[config.mk]
export PLATFORM = sky130hd
export DESIGN_NAME = circle_fill_outline_shader_core
export DESIGN_NICKNAME = d
export VERILOG_FILES = /design/src/rtl/core/cfs_pkg.sv /design/src/rtl/core/cfs_geom.sv /design/src/rtl/core/cfs_sqrt_stage.sv /design/src/rtl/core/cfs_blend.sv /design/src/rtl/core/circle_fill_outline_shader_core.sv
export SDC_FILE = /design/constraint.sdc
export NUM_CORES = 2
export LEC_CHECK = 0
export BUFFER_PORTS_ARGS = -buffer_cell sky130_fd_sc_hd__buf_2
export CAP_MARGIN = 30
export CORE_UTILIZATION = 45
export CTS_BUF_LIST = sky130_fd_sc_hd__clkbuf_8
export DETAILED_ROUTE_END_ITERATION = 8
export GPL_TIMING_DRIVEN = 0
export PLACE_DENSITY_LB_ADDON = 0.1
export SLEW_MARGIN = 15
export SYNTH_ARGS = -nofsm -noshare
export SYNTH_HDL_FRONTEND = slang
export SYNTH_SLANG_ARGS = --single-unit
[constraint.sdc]
create_clock -name clk -period 76.1 [get_ports clk]
set_input_delay 7.61 -clock clk [delete_from_list [all_inputs] [get_ports clk]]
set_output_delay 7.61 -clock clk [all_outputs]
set_load 0.1 [all_outputs]
[src/rtl/core/cfs_pkg.sv]
// ----------------------------------------------------------------------------
// cfs_pkg
// Types and constants shared by the circle fill and outline shader core.
// ----------------------------------------------------------------------------
`timescale 1ns / 1ps
`default_nettype none

package cfs_pkg;

  localparam int COL_W    = 11;
  localparam int DIM_W    = 12;
  localparam int POS_W    = 12;
  localparam int RAD_W    = 11;
  localparam int CHAN_W   = 8;
  localparam int RGB_W    = 24;
  localparam int OPA_W    = 7;
  localparam int COV_W    = 2;
  localparam int ADDR_W   = 5;
  localparam int DATA_W   = 32;

  localparam int DY_W     = 14;
  localparam int DX_W     = 13;
  localparam int ADY_W    = 13;
  localparam int DABS_W   = 12;
  localparam int RADSQ_W  = 2 * RAD_W;
  localparam int ROOT_W   = RAD_W;
  localparam int REM_W    = ROOT_W + 2;

  localparam int SQRT_PER_STAGE = 3;
  localparam int SQRT_STAGES    = (ROOT_W + SQRT_PER_STAGE - 1) / SQRT_PER_STAGE;

  localparam logic [OPA_W-1:0] OPACITY_RESET = 7'd100;
  localparam logic [OPA_W-1:0] OPACITY_FULL  = 7'd100;

  localparam logic [COV_W-1:0] COV_NONE    = 2'd0;
  localparam logic [COV_W-1:0] COV_FILL    = 2'd1;
  localparam logic [COV_W-1:0] COV_OUTLINE = 2'd2;

  localparam logic [2:0] REG_CENTER_X    = 3'd0;
  localparam logic [2:0] REG_CENTER_Y    = 3'd1;
  localparam logic [2:0] REG_RADIUS      = 3'd2;
  localparam logic [2:0] REG_FILL_RGB    = 3'd3;
  localparam logic [2:0] REG_OUTLINE_RGB = 3'd4;
  localparam logic [2:0] REG_OPACITY     = 3'd5;
  localparam logic [2:0] REG_WIDTH       = 3'd6;
  localparam logic [2:0] REG_HEIGHT      = 3'd7;

  // channel 2 is red, 1 green, 0 blue
  typedef logic [2:0][CHAN_W-1:0] rgb_t;

  typedef struct packed {
    logic [COL_W-1:0]  pixel_col;
    logic [COL_W-1:0]  pixel_row;
    logic [CHAN_W-1:0] bg_red;
    logic [CHAN_W-1:0] bg_green;
    logic [CHAN_W-1:0] bg_blue;
  } pix_t;

  typedef struct packed {
    logic [CHAN_W-1:0] out_red;
    logic [CHAN_W-1:0] out_green;
    logic [CHAN_W-1:0] out_blue;
    logic [COV_W-1:0]  coverage;
  } shade_t;

  typedef struct packed {
    logic signed [POS_W-1:0] center_x;
    logic signed [POS_W-1:0] center_y;
    logic [RAD_W-1:0]        circle_radius;
    logic [RGB_W-1:0]        fill_rgb;
    logic [RGB_W-1:0]        outline_rgb;
    logic [OPA_W-1:0]        opacity_percent;
    logic [DIM_W-1:0]        image_width;
    logic [DIM_W-1:0]        image_height;
  } cfg_t;

  typedef struct packed {
    logic                valid;
    logic                hit;
    logic [DABS_W-1:0]   d_abs;
    logic [RADSQ_W-1:0]  rad;
    rgb_t                bg;
  } geom_t;

  typedef struct packed {
    logic                valid;
    logic                hit;
    logic [DABS_W-1:0]   d_abs;
    logic [RADSQ_W-1:0]  rad;
    logic [REM_W-1:0]    rem;
    logic [ROOT_W-1:0]   root;
  } sqrt_t;

  typedef struct packed {
    rgb_t bg;
    rgb_t mix;
  } blend_t;

endpackage

`default_nettype wire

[src/rtl/core/cfs_geom.sv]
// ----------------------------------------------------------------------------
// cfs_geom
// Bounds test, row flip, offsets from the center and the radicand r*r-dy*dy,
// over four register stages.
// ----------------------------------------------------------------------------
`timescale 1ns / 1ps
`default_nettype none

module cfs_geom #(
  parameter int MAX_DIM = 2048
) (
  input  wire logic          clk,
  input  wire logic          rst,
  input  wire logic          en,
  input  wire logic          pix_valid,
  input  wire cfs_pkg::pix_t pix,
  input  wire cfs_pkg::cfg_t cfg,
  output cfs_pkg::geom_t     geom
);

  typedef struct packed {
    logic                                 valid;
    logic                                 in_img;
    logic signed [cfs_pkg::DY_W-1:0]      dy;
    logic signed [cfs_pkg::DX_W-1:0]      dx;
    cfs_pkg::rgb_t                        bg;
  } sa_t;

  typedef struct packed {
    logic                                 valid;
    logic                                 hit;
    logic [cfs_pkg::RAD_W-1:0]            ady;
    logic [cfs_pkg::DABS_W-1:0]           d_abs;
    cfs_pkg::rgb_t                        bg;
  } sb_t;

  typedef struct packed {
    logic                                 valid;
    logic                                 hit;
    logic [cfs_pkg::RADSQ_W-1:0]          rr;
    logic [cfs_pkg::RADSQ_W-1:0]          aa;
    logic [cfs_pkg::DABS_W-1:0]           d_abs;
    cfs_pkg::rgb_t                        bg;
  } sc_t;

  sa_t sa, sa_next;
  sb_t sb, sb_next;
  sc_t sc, sc_next;
  cfs_pkg::geom_t sd_next;

  logic [cfs_pkg::DIM_W-1:0] w;
  logic [cfs_pkg::DIM_W-1:0] h;
  logic [cfs_pkg::DY_W-1:0]  ady_full;
  logic [cfs_pkg::DX_W-1:0]  dx_abs;

  always_comb begin
    w = (32'(cfg.image_width) > MAX_DIM) ? cfs_pkg::DIM_W'(MAX_DIM) : cfg.image_width;
    h = (32'(cfg.image_height) > MAX_DIM) ? cfs_pkg::DIM_W'(MAX_DIM) : cfg.image_height;

    sa_next.valid  = pix_valid;
    sa_next.in_img = ({1'b0, pix.pixel_col} < w) && ({1'b0, pix.pixel_row} < h);
    sa_next.dy     = $signed({2'b00, h}) - $signed(14'd1)
                     - $signed({3'b000, pix.pixel_row})
                     - cfs_pkg::DY_W'(cfg.center_y);
    sa_next.dx     = $signed({2'b00, pix.pixel_col}) - cfs_pkg::DX_W'(cfg.center_x);
    sa_next.bg     = {pix.bg_red, pix.bg_green, pix.bg_blue};

    ady_full       = sa.dy[cfs_pkg::DY_W-1] ? cfs_pkg::DY_W'(-sa.dy) : cfs_pkg::DY_W'(sa.dy);
    dx_abs         = sa.dx[cfs_pkg::DX_W-1] ? cfs_pkg::DX_W'(-sa.dx) : cfs_pkg::DX_W'(sa.dx);
    sb_next.valid  = sa.valid;
    sb_next.hit    = sa.in_img && (ady_full <= {3'b000, cfg.circle_radius});
    sb_next.ady    = ady_full[cfs_pkg::RAD_W-1:0];
    sb_next.d_abs  = dx_abs[cfs_pkg::DABS_W-1:0];
    sb_next.bg     = sa.bg;

    sc_next.valid  = sb.valid;
    sc_next.hit    = sb.hit;
    sc_next.rr     = cfs_pkg::RADSQ_W'(cfg.circle_radius) * cfs_pkg::RADSQ_W'(cfg.circle_radius);
    sc_next.aa     = cfs_pkg::RADSQ_W'(sb.ady) * cfs_pkg::RADSQ_W'(sb.ady);
    sc_next.d_abs  = sb.d_abs;
    sc_next.bg     = sb.bg;

    sd_next.valid  = sc.valid;
    sd_next.hit    = sc.hit;
    sd_next.d_abs  = sc.d_abs;
    sd_next.rad    = sc.rr - sc.aa;
    sd_next.bg     = sc.bg;
  end

  always_ff @(posedge clk) begin
    if (rst) begin
      sa.valid   <= 1'b0;
      sb.valid   <= 1'b0;
      sc.valid   <= 1'b0;
      geom.valid <= 1'b0;
    end else if (en) begin
      sa   <= sa_next;
      sb   <= sb_next;
      sc   <= sc_next;
      geom <= sd_next;
    end
  end

endmodule

`default_nettype wire

[src/rtl/core/cfs_sqrt_stage.sv]
// ----------------------------------------------------------------------------
// cfs_sqrt_stage
// One register stage of the integer square root: a few restoring steps,
// two radicand bits and one root bit each.
// ----------------------------------------------------------------------------
`timescale 1ns / 1ps
`default_nettype none

module cfs_sqrt_stage #(
  parameter int FIRST = 0
) (
  input  wire logic           clk,
  input  wire logic           rst,
  input  wire logic           en,
  input  wire cfs_pkg::sqrt_t din,
  output cfs_pkg::sqrt_t      dout
);

  cfs_pkg::sqrt_t nxt;
  logic [cfs_pkg::REM_W+1:0] cur;
  logic [cfs_pkg::REM_W+1:0] trial;

  always_comb begin
    nxt   = din;
    cur   = '0;
    trial = '0;
    for (int k = 0; k < cfs_pkg::SQRT_PER_STAGE; k++) begin
      if (FIRST + k < cfs_pkg::ROOT_W) begin
        cur     = {nxt.rem, nxt.rad[cfs_pkg::RADSQ_W-1 -: 2]};
        trial   = {2'b00, nxt.root, 2'b01};
        nxt.rad = {nxt.rad[cfs_pkg::RADSQ_W-3:0], 2'b00};
        if (cur >= trial) begin
          nxt.rem  = cfs_pkg::REM_W'(cur - trial);
          nxt.root = {nxt.root[cfs_pkg::ROOT_W-2:0], 1'b1};
        end else begin
          nxt.rem  = cfs_pkg::REM_W'(cur);
          nxt.root = {nxt.root[cfs_pkg::ROOT_W-2:0], 1'b0};
        end
      end
    end
  end

  always_ff @(posedge clk) begin
    if (rst) begin
      dout.valid <= 1'b0;
    end else if (en) begin
      dout <= nxt;
    end
  end

endmodule

`default_nettype wire

[src/rtl/core/cfs_blend.sv]
// ----------------------------------------------------------------------------
// cfs_blend
// Fill blend (bg*(255-a) + fill*a) / 255 per channel over four stages,
// with the background carried alongside.
// ----------------------------------------------------------------------------
`timescale 1ns / 1ps
`default_nettype none

module cfs_blend (
  input  wire logic                          clk,
  input  wire logic                          en,
  input  wire cfs_pkg::rgb_t                 bg,
  input  wire logic [cfs_pkg::RGB_W-1:0]     fill_rgb,
  input  wire logic [cfs_pkg::OPA_W-1:0]     opacity_percent,
  output cfs_pkg::blend_t                    blend
);

  localparam logic [20:0] ALPHA_RECIP = 21'd1336965;  // 255 * ceil(2^19 / 100)
  localparam logic [15:0] DIV255_RECIP = 16'd32897;   // ceil(2^23 / 255)

  logic [27:0]               alpha_prod;
  logic [cfs_pkg::CHAN_W-1:0] alpha;
  cfs_pkg::rgb_t             fill;

  logic [2:0][15:0] pa;
  logic [2:0][15:0] pb;
  logic [2:0][15:0] sum;
  logic [2:0][31:0] prod;
  cfs_pkg::rgb_t    bg1;
  cfs_pkg::rgb_t    bg2;
  cfs_pkg::rgb_t    bg3;

  assign alpha_prod = 28'(opacity_percent) * 28'(ALPHA_RECIP);
  assign fill       = fill_rgb;

  always_ff @(posedge clk) begin
    if (opacity_percent >= cfs_pkg::OPACITY_FULL) begin
      alpha <= 8'hFF;
    end else begin
      alpha <= alpha_prod[26:19];
    end
  end

  always_ff @(posedge clk) begin
    if (en) begin
      for (int c = 0; c < 3; c++) begin
        pa[c]            <= 16'(bg[c]) * 16'(8'hFF - alpha);
        pb[c]            <= 16'(fill[c]) * 16'(alpha);
        sum[c]           <= pa[c] + pb[c];
        prod[c]          <= 32'(sum[c]) * 32'(DIV255_RECIP);
        blend.mix[c]     <= prod[c][30:23];
      end
      bg1      <= bg;
      bg2      <= bg1;
      bg3      <= bg2;
      blend.bg <= bg3;
    end
  end

endmodule

`default_nettype wire

[src/rtl/core/circle_fill_outline_shader_core.sv]
// ----------------------------------------------------------------------------
// circle_fill_outline_shader_core
// Shades a stream of framebuffer pixels with a filled, outlined circle.
// ----------------------------------------------------------------------------
// Pixel requests enter on pix/pix_valid/pix_stall; each gives one result on
// shade/shade_valid/shade_stall with the new color and a coverage code
// (0 unchanged, 1 fill blended, 2 outline written). Results keep request order.
// One request is accepted per cycle while pix_stall is low; each passes four
// geometry stages, four square root stages of three root bits each (two in
// the last) and the output register. Configuration must be written over the
// APB port (register i at byte 4*i) only while no request is in flight; the
// block does not enforce this. Reads return the stored values.
// Reset empties the pipeline and loads the register defaults (opacity 100,
// all others 0). While the receiver stalls with a result waiting, the whole
// pipeline holds and pix_stall is raised; nothing is dropped or repeated.
// ----------------------------------------------------------------------------
`timescale 1ns / 1ps
`default_nettype none

module circle_fill_outline_shader_core #(
  parameter int MAX_DIM = 2048
) (
  input  wire logic                          clk,
  input  wire logic                          rst,
  input  wire logic                          psel,
  input  wire logic                          penable,
  input  wire logic                          pwrite,
  input  wire logic [cfs_pkg::ADDR_W-1:0]    paddr,
  input  wire logic [cfs_pkg::DATA_W-1:0]    pwdata,
  output logic [cfs_pkg::DATA_W-1:0]         prdata,
  output logic                               pready,
  input  wire logic                          pix_valid,
  output logic                               pix_stall,
  input  wire cfs_pkg::pix_t                 pix,
  output logic                               shade_valid,
  input  wire logic                          shade_stall,
  output cfs_pkg::shade_t                    shade
);

  cfs_pkg::cfg_t   cfg;
  cfs_pkg::geom_t  geom;
  cfs_pkg::blend_t blend;
  cfs_pkg::sqrt_t  sq [cfs_pkg::SQRT_STAGES+1];
  cfs_pkg::shade_t shade_next;
  cfs_pkg::rgb_t   color;
  cfs_pkg::rgb_t   outline;
  logic [cfs_pkg::COV_W-1:0] cov;
  logic            advance;
  logic            wr;
  logic [2:0]      reg_sel;
  logic [cfs_pkg::DABS_W-1:0] root_ext;

  assign pready    = 1'b1;
  assign wr        = psel && penable && pwrite;
  assign reg_sel   = paddr[4:2];
  assign advance   = !(shade_valid && shade_stall);
  assign pix_stall = !advance;

  always_ff @(posedge clk) begin
    if (rst) begin
      cfg.center_x        <= '0;
      cfg.center_y        <= '0;
      cfg.circle_radius   <= '0;
      cfg.fill_rgb        <= '0;
      cfg.outline_rgb     <= '0;
      cfg.opacity_percent <= cfs_pkg::OPACITY_RESET;
      cfg.image_width     <= '0;
      cfg.image_height    <= '0;
    end else if (wr) begin
      unique case (reg_sel)
        cfs_pkg::REG_CENTER_X:    cfg.center_x        <= pwdata[cfs_pkg::POS_W-1:0];
        cfs_pkg::REG_CENTER_Y:    cfg.center_y        <= pwdata[cfs_pkg::POS_W-1:0];
        cfs_pkg::REG_RADIUS:      cfg.circle_radius   <= pwdata[cfs_pkg::RAD_W-1:0];
        cfs_pkg::REG_FILL_RGB:    cfg.fill_rgb        <= pwdata[cfs_pkg::RGB_W-1:0];
        cfs_pkg::REG_OUTLINE_RGB: cfg.outline_rgb     <= pwdata[cfs_pkg::RGB_W-1:0];
        cfs_pkg::REG_OPACITY:     cfg.opacity_percent <= pwdata[cfs_pkg::OPA_W-1:0];
        cfs_pkg::REG_WIDTH:       cfg.image_width     <= pwdata[cfs_pkg::DIM_W-1:0];
        cfs_pkg::REG_HEIGHT:      cfg.image_height    <= pwdata[cfs_pkg::DIM_W-1:0];
      endcase
    end
  end

  always_comb begin
    unique case (reg_sel)
      cfs_pkg::REG_CENTER_X:    prdata = cfs_pkg::DATA_W'(unsigned'(cfg.center_x));
      cfs_pkg::REG_CENTER_Y:    prdata = cfs_pkg::DATA_W'(unsigned'(cfg.center_y));
      cfs_pkg::REG_RADIUS:      prdata = cfs_pkg::DATA_W'(cfg.circle_radius);
      cfs_pkg::REG_FILL_RGB:    prdata = cfs_pkg::DATA_W'(cfg.fill_rgb);
      cfs_pkg::REG_OUTLINE_RGB: prdata = cfs_pkg::DATA_W'(cfg.outline_rgb);
      cfs_pkg::REG_OPACITY:     prdata = cfs_pkg::DATA_W'(cfg.opacity_percent);
      cfs_pkg::REG_WIDTH:       prdata = cfs_pkg::DATA_W'(cfg.image_width);
      cfs_pkg::REG_HEIGHT:      prdata = cfs_pkg::DATA_W'(cfg.image_height);
    endcase
  end

  cfs_geom #(
    .MAX_DIM(MAX_DIM)
  ) u_geom (
    .clk       (clk),
    .rst       (rst),
    .en        (advance),
    .pix_valid (pix_valid),
    .pix       (pix),
    .cfg       (cfg),
    .geom      (geom)
  );

  // blend latency matches the square root stages
  cfs_blend u_blend (
    .clk             (clk),
    .en              (advance),
    .bg              (geom.bg),
    .fill_rgb        (cfg.fill_rgb),
    .opacity_percent (cfg.opacity_percent),
    .blend           (blend)
  );

  assign sq[0] = '{valid: geom.valid, hit: geom.hit, d_abs: geom.d_abs, rad: geom.rad,
                   rem: '0, root: '0};

  for (genvar s = 0; s < cfs_pkg::SQRT_STAGES; s++) begin : g_sqrt
    cfs_sqrt_stage #(
      .FIRST(s * cfs_pkg::SQRT_PER_STAGE)
    ) u_stage (
      .clk  (clk),
      .rst  (rst),
      .en   (advance),
      .din  (sq[s]),
      .dout (sq[s+1])
    );
  end

  assign outline  = cfg.outline_rgb;
  assign root_ext = cfs_pkg::DABS_W'(sq[cfs_pkg::SQRT_STAGES].root);

  always_comb begin
    if (sq[cfs_pkg::SQRT_STAGES].hit && (sq[cfs_pkg::SQRT_STAGES].d_abs == root_ext)) begin
      color = outline;
      cov   = cfs_pkg::COV_OUTLINE;
    end else if (sq[cfs_pkg::SQRT_STAGES].hit && (sq[cfs_pkg::SQRT_STAGES].d_abs < root_ext)) begin
      color = blend.mix;
      cov   = cfs_pkg::COV_FILL;
    end else begin
      color = blend.bg;
      cov   = cfs_pkg::COV_NONE;
    end
    shade_next.out_red   = color[2];
    shade_next.out_green = color[1];
    shade_next.out_blue  = color[0];
    shade_next.coverage  = cov;
  end

  always_ff @(posedge clk) begin
    if (rst) begin
      shade_valid <= 1'b0;
    end else if (advance) begin
      shade_valid <= sq[cfs_pkg::SQRT_STAGES].valid;
      shade       <= shade_next;
    end
  end

endmodule

`default_nettype wire

* Word level (Yosys, flattened, before mapping)
Index checks and enable logic that the tools add are counted.
** Word-level totals
- Register bits :: 919
- Input bits :: 90
- Output and inout port bits :: 61
- Word-level logic and storage cells :: 189
** Operators by class
- Add/subtract/negate cells :: 21
- Multiply operators :: 12
- Magnitude comparators :: 18
- Eq/ne operators :: 8
- Mux-type cells :: 19
- Bitwise gates (word level) :: 2
- Reductions and logical operators :: 17
** Operators with widths (count)
- two-way mux 24 bit :: 12
- one-hot mux 32 bit (8 select lines) :: 1
- >= comparator 15 x 13 -> 1 bit :: 10
- subtractor 13 bit :: 9
- multiplier 16 x 16 -> 31 bit (second input constant) :: 3
- adder 16 bit :: 3
- multiplier 8 x 16 -> 16 bit :: 3
- multiplier 8 x 8 -> 16 bit :: 3
- multiplier 11 x 11 -> 22 bit :: 2
- two-way mux 12 bit :: 3
- subtractor 14 x 12 -> 14 bit :: 2
- multiplier 7 x 21 -> 27 bit (second input constant) :: 1
- > comparator 12 bit (second input constant) :: 2
- < comparator 11 x 12 -> 1 bit :: 2
- subtractor 22 bit :: 1
- AND reduction 2 bit :: 9
- less-or-equal comparator 14 x 11 -> 1 bit :: 1
- two-way mux 14 bit :: 1
- negation 14 bit :: 1
- subtractor 12 x 1 -> 13 bit (second input constant) :: 1
- subtractor 12 x 12 -> 13 bit :: 1
- == test 12 x 11 -> 1 bit :: 1
- == test 3 bit (second input constant) :: 4
- < comparator 12 x 11 -> 1 bit :: 1
- 11 further kinds :: 20

* Logic depth before layout (Yosys ltp)
- Word-level depth :: 6
- Mapped depth :: 31
- Gate-level depth less buffers :: 29

* Hierarchy
Synthesis repeated with hierarchy kept, for this count alone.
** Unflattened totals
- Cells, all modules :: 6379
- Area total of the unflattened synthesis :: 67817.5 um^2
** Modules (own cells, without submodules)
- cfs_blend :: instances 1, cells an instance 2512, area an instance 27988.1 um^2, seq. area each 8808.4 um^2
- cfs_geom :: instances 1, cells an instance 1551, area an instance 17520.6 um^2, seq. area each 7226.9 um^2
- cfs_sqrt_stage at g_sqrt[0].u_stage ... :: instances 3, cells an instance 401, area an instance 3968.8 um^2, seq. area each 1611.5 um^2
- circle_fill_outline_shader_core :: instances 1, cells an instance 806, area an instance 6864.1 um^2, seq. area each 3083.0 um^2
- cfs_sqrt_stage at g_sqrt[3].u_stage :: instances 1, cells an instance 307, area an instance 3538.4 um^2, seq. area each 1671.6 um^2

* Least setup slack after synthesis
Ideal clock, no wire load.
- Path type :: input to register
- Start point :: input shade_stall
- End point :: register g_sqrt[0].u_stage.dout[0] (netlist bit), enable pin
- Library setup time :: 1194 ps
- Arrival time :: 32318 ps
- Required time :: 74906 ps
- Slack :: 42588 ps
- Stages :: 4
- Cells stage by stage :: nand2_1 > inv_1 > clkbuf_1 > nor2_1
** On the way
- Word-level cells in the longest chain between the ends :: 3
** RTL lines
- start, declared :: RTL line circle_fill_outline_shader_core.sv:36 : input wire logic shade_stall,
- logical AND 1 bit :: RTL line circle_fill_outline_shader_core.sv:56 : assign advance = !(shade_valid && shade_stall);
- via pix_stall :: RTL line circle_fill_outline_shader_core.sv:33 : output logic pix_stall,
- inverter 1 bit (no source line)
- AND reduction 2 bit (no source line)
- end signal, assigned :: RTL line cfs_sqrt_stage.sv:47 : dout <= nxt;
- end, declared :: RTL line cfs_sqrt_stage.sv:16 : output cfs_pkg::sqrt_t dout
The timed path passes the listed nets, and every way through them passes these cells.
A chain may end at the register's enable or synchronous reset.

* Worst setup path after layout
- Start point :: input paddr[3] (netlist bit)
- End point :: output prdata[4] (netlist bit)
** On the way
- Word-level cells in the longest chain between the ends :: 2
- Elaborated cells on any way between the ends :: 9
- Classes of those cells :: 7 x eq/ne; 1 x mux; 1 x reduce/logical
** RTL lines
- start, declared :: RTL line circle_fill_outline_shader_core.sv:28 : input wire logic [cfs_pkg::ADDR_W-1:0] paddr,
- == test 3 bit, or another cell as far along :: RTL line circle_fill_outline_shader_core.sv:84 : unique case (reg_sel)
- one-hot mux 32 bit (8 select lines) * :: RTL line circle_fill_outline_shader_core.sv:84
- end, declared :: RTL line circle_fill_outline_shader_core.sv:30 : output logic [cfs_pkg::DATA_W-1:0] prdata,
Mark *: on every way between the ends. The rest lies on a longest branch, timed or not. The select of a mux whose other input is x is not followed.

==> flow_metrics.tcl <==
set metrics [dict create \
    status "completed" \
    grt_max_degree 65 \
    synthCells 5571 \
    drt_iter0_drc 2643 \
    hpwlAfterDp_mm 114.1 \
    globalplace.congestion 0.9432 \
    ys_top_cells_by_count "ha_1, edfxtp_1, inv_1, nand2_1, fa_1" \
    syn_area_mm2 0.06029 \
    via_per_inst 5.190 \
    min_path_type "reg2reg" \
    hold_slack_ns 0.3984 \
    start_util_pct 45.63 \
    syn2layout_area_growth_pct 10.82 \
    post_cts_buffers 0 \
    crit_start "paddr[3]" \
    synth_most_common_cell "ha_1" \
    holdBufCountCts 0 \
    final-setup-viol-count 0 \
    nFillCells 12100 \
    start_kind "primary input" \
    cp_max_fo 10 \
    avgRoutedWirePerCell_um 18.71 \
    maxSlewHeadroom_pct 29.73 \
    rows 133 \
    vdd_drop_max_v 0.00003429 \
    fin_nets 7125 \
    worstSetupPathType "in2out" \
    r2r_start "g_sqrt[1].u_stage.dout[4]" \
    clock_path_buffers 3 \
    clk_latency_ns 0.91 \
    ys_seq_area_share_pct 39.31 \
    coreArea_mm2 0.1321 \
    clkSinkCount 833 \
    dr.pass1.iters 6 \
    async_flop_share_pct 0 \
    antenna_found_initial 33 \
    grt_pass1_wl_mm 225.7 \
    yosysWarningCount 0 \
    maxCapViolCount 0 \
    drc 0 \
    leakage_nw 31.62 \
    die_w_um 368.0 \
    drive_gt1_share_pct 7.271 \
    synth_top_area_share_pct 34.96 \
    fin_setup_tns_ns 0 \
    synth-seq-cells 833 \
    cts_max_level 4 \
    drv_slew 0 \
    cts_tree "yes" \
    io_pins 151 \
    crit_arrival_ns 10.60 \
    ys.flop_type "edfxtp_1" \
    end_kind "output pin" \
    cp.required_ns 68.49 \
    min_from "g_sqrt[0].u_stage.dout[34]" \
    avgSynthCellArea_um2 10.82 \
    layout_min_cycle_time_ns 18.21 \
    synth_edf_count 702 \
    vias 40330 \
    hold_viol 0 \
    utilization_pct 50.57 \
    cts-buffers-inserted 152 \
    routed_wl_mm 145.4 \
    clk_pin_slew_ns 0.05 \
    chipHeight_um 368.0 \
    synth_area_leader_cell "edfxtp_1" \
    yosysUniqueCellTypes 94 \
    max_freq_mhz 54.92 \
    grt.overflow.total 0 \
    grt_pass1_vias 39280 \
    dieArea_mm2 0.1355 \
    max_slew.worst_pin.slew_ns 1.054 \
    ctsResizeCount 0 \
    finalCritPeriodShare_pct 23.93 \
    ant_nets 0 \
    grt.total_usage_pct 21.70 \
    synth.top_cells.by_area "edfxtp_1, ha_1, fa_1, dfxtp_1, inv_1" \
    rsz0062_at_grt "no" \
    power.density_mw_per_mm2 25.18 \
    io_buffer_count 120 \
    finClkSkew_ns 0.04637 \
    root_buffer "clkbuf_8" \
]
area by class of cell:
type,instances,area [µm²],share of cell area [%]
timing repair buffer,150,1212,1.815
clock inverter,119,824.5,1.234
tap,1755,2196,3.286
buffer,169,690.7,1.034
sequential,833,23700,35.47
clock buffer,162,2230,3.337
inverter,699,2629,3.934
multi-input combinational,3878,33320,49.86
antenna,6,15.01,0.02247
state kept, by name, indices dropped and copies added, names as in the netlist, 26 cells and up:
register             count
cfg                     90
g_sqrt.u_stage.dout    154
shade                   26
u_blend.blend           48
u_blend.pa              48
u_blend.pb              48
u_blend.sum             48
u_geom.geom             60
u_geom.sa               53
u_geom.sb               49
u_geom.sc               80
stage by stage:
stage          instances  setup WS [ns]  instance area (µm²)  total power [mW]
2_1_floorplan       5579          42.59                60320             1.101
3_3_place_gp        7454          32.53                63120             1.256
3_5_place_dp        7482          57.98                63730             1.256
4_1_cts             7763          57.98                66790             1.698
5_1_grt             7767          57.79                66810             1.804
6_report            7771          57.89                66820             1.682
worst paths after layout:
| check | end | depth (start not counted) | slack (ns) |
|---|---|---|---|
| max | prdata[4] | 7 | 57.89 |
| min | g_sqrt[1].u_stage.dout[40] | 0 | 0.40 |
| max reg2reg | g_sqrt[2].u_stage.dout[14] | 27 | 67.49 |
| min reg2reg | g_sqrt[1].u_stage.dout[40] | 0 | 0.40 |
where the power goes:
group | switching, mW | internal, mW
registers | 0.0278 | 0.573
clock network | 0.196 | 0.233
logic | 0.380 | 0.272
per-layer routing:
layer	vias to the layer above	track usage, %	share of wire, %
li1	19710	-	-
met1	19460	32.77	50
met2	936	31.43	42
met3	214	4.213	6.4
met4	10	5.985	2.1
met5	-	0	0.041
kinds of logic (layout without fill, tap and decap cells):
group	Yosys count	in the layout	synth area share (%)
other cells	2	16	0.01246
xor+xnor	287	287	4.181
fa+ha+maj	1152	1152	28.53
mux	85	85	1.477
buf+inv	868	1299	5.505
flops	833	833	39.31
simple gates	1486	1486	12.13
compound gates	858	858	8.855
critical path, cell delays in order:
cell	delay [ns]
clkbuf_1	0.47
clkbuf_1	0.40
clkbuf_1	0.44
clkbuf_1	0.45
a221oi_1	0.17
a31oi_1	0.51
buf_2	0.54
placed cells by master (no fill, tap or decap), types with 124 or more instances in the layout:
cell,netlist,final
edfxtp_1,702,702
fa_1,371,371
dfxtp_1,131,131
nand2b_1,124,124
a21oi_1,330,330
clkbuf_8,0,162
o21ai_0,171,171
and2_1,150,150
nand2_1,474,473
ha_1,781,781
xnor2_1,210,210
nor2b_1,170,170
clkbuf_1,138,138
inv_1,690,738
nor2_1,312,311
(Power assumes the default switching activity.)
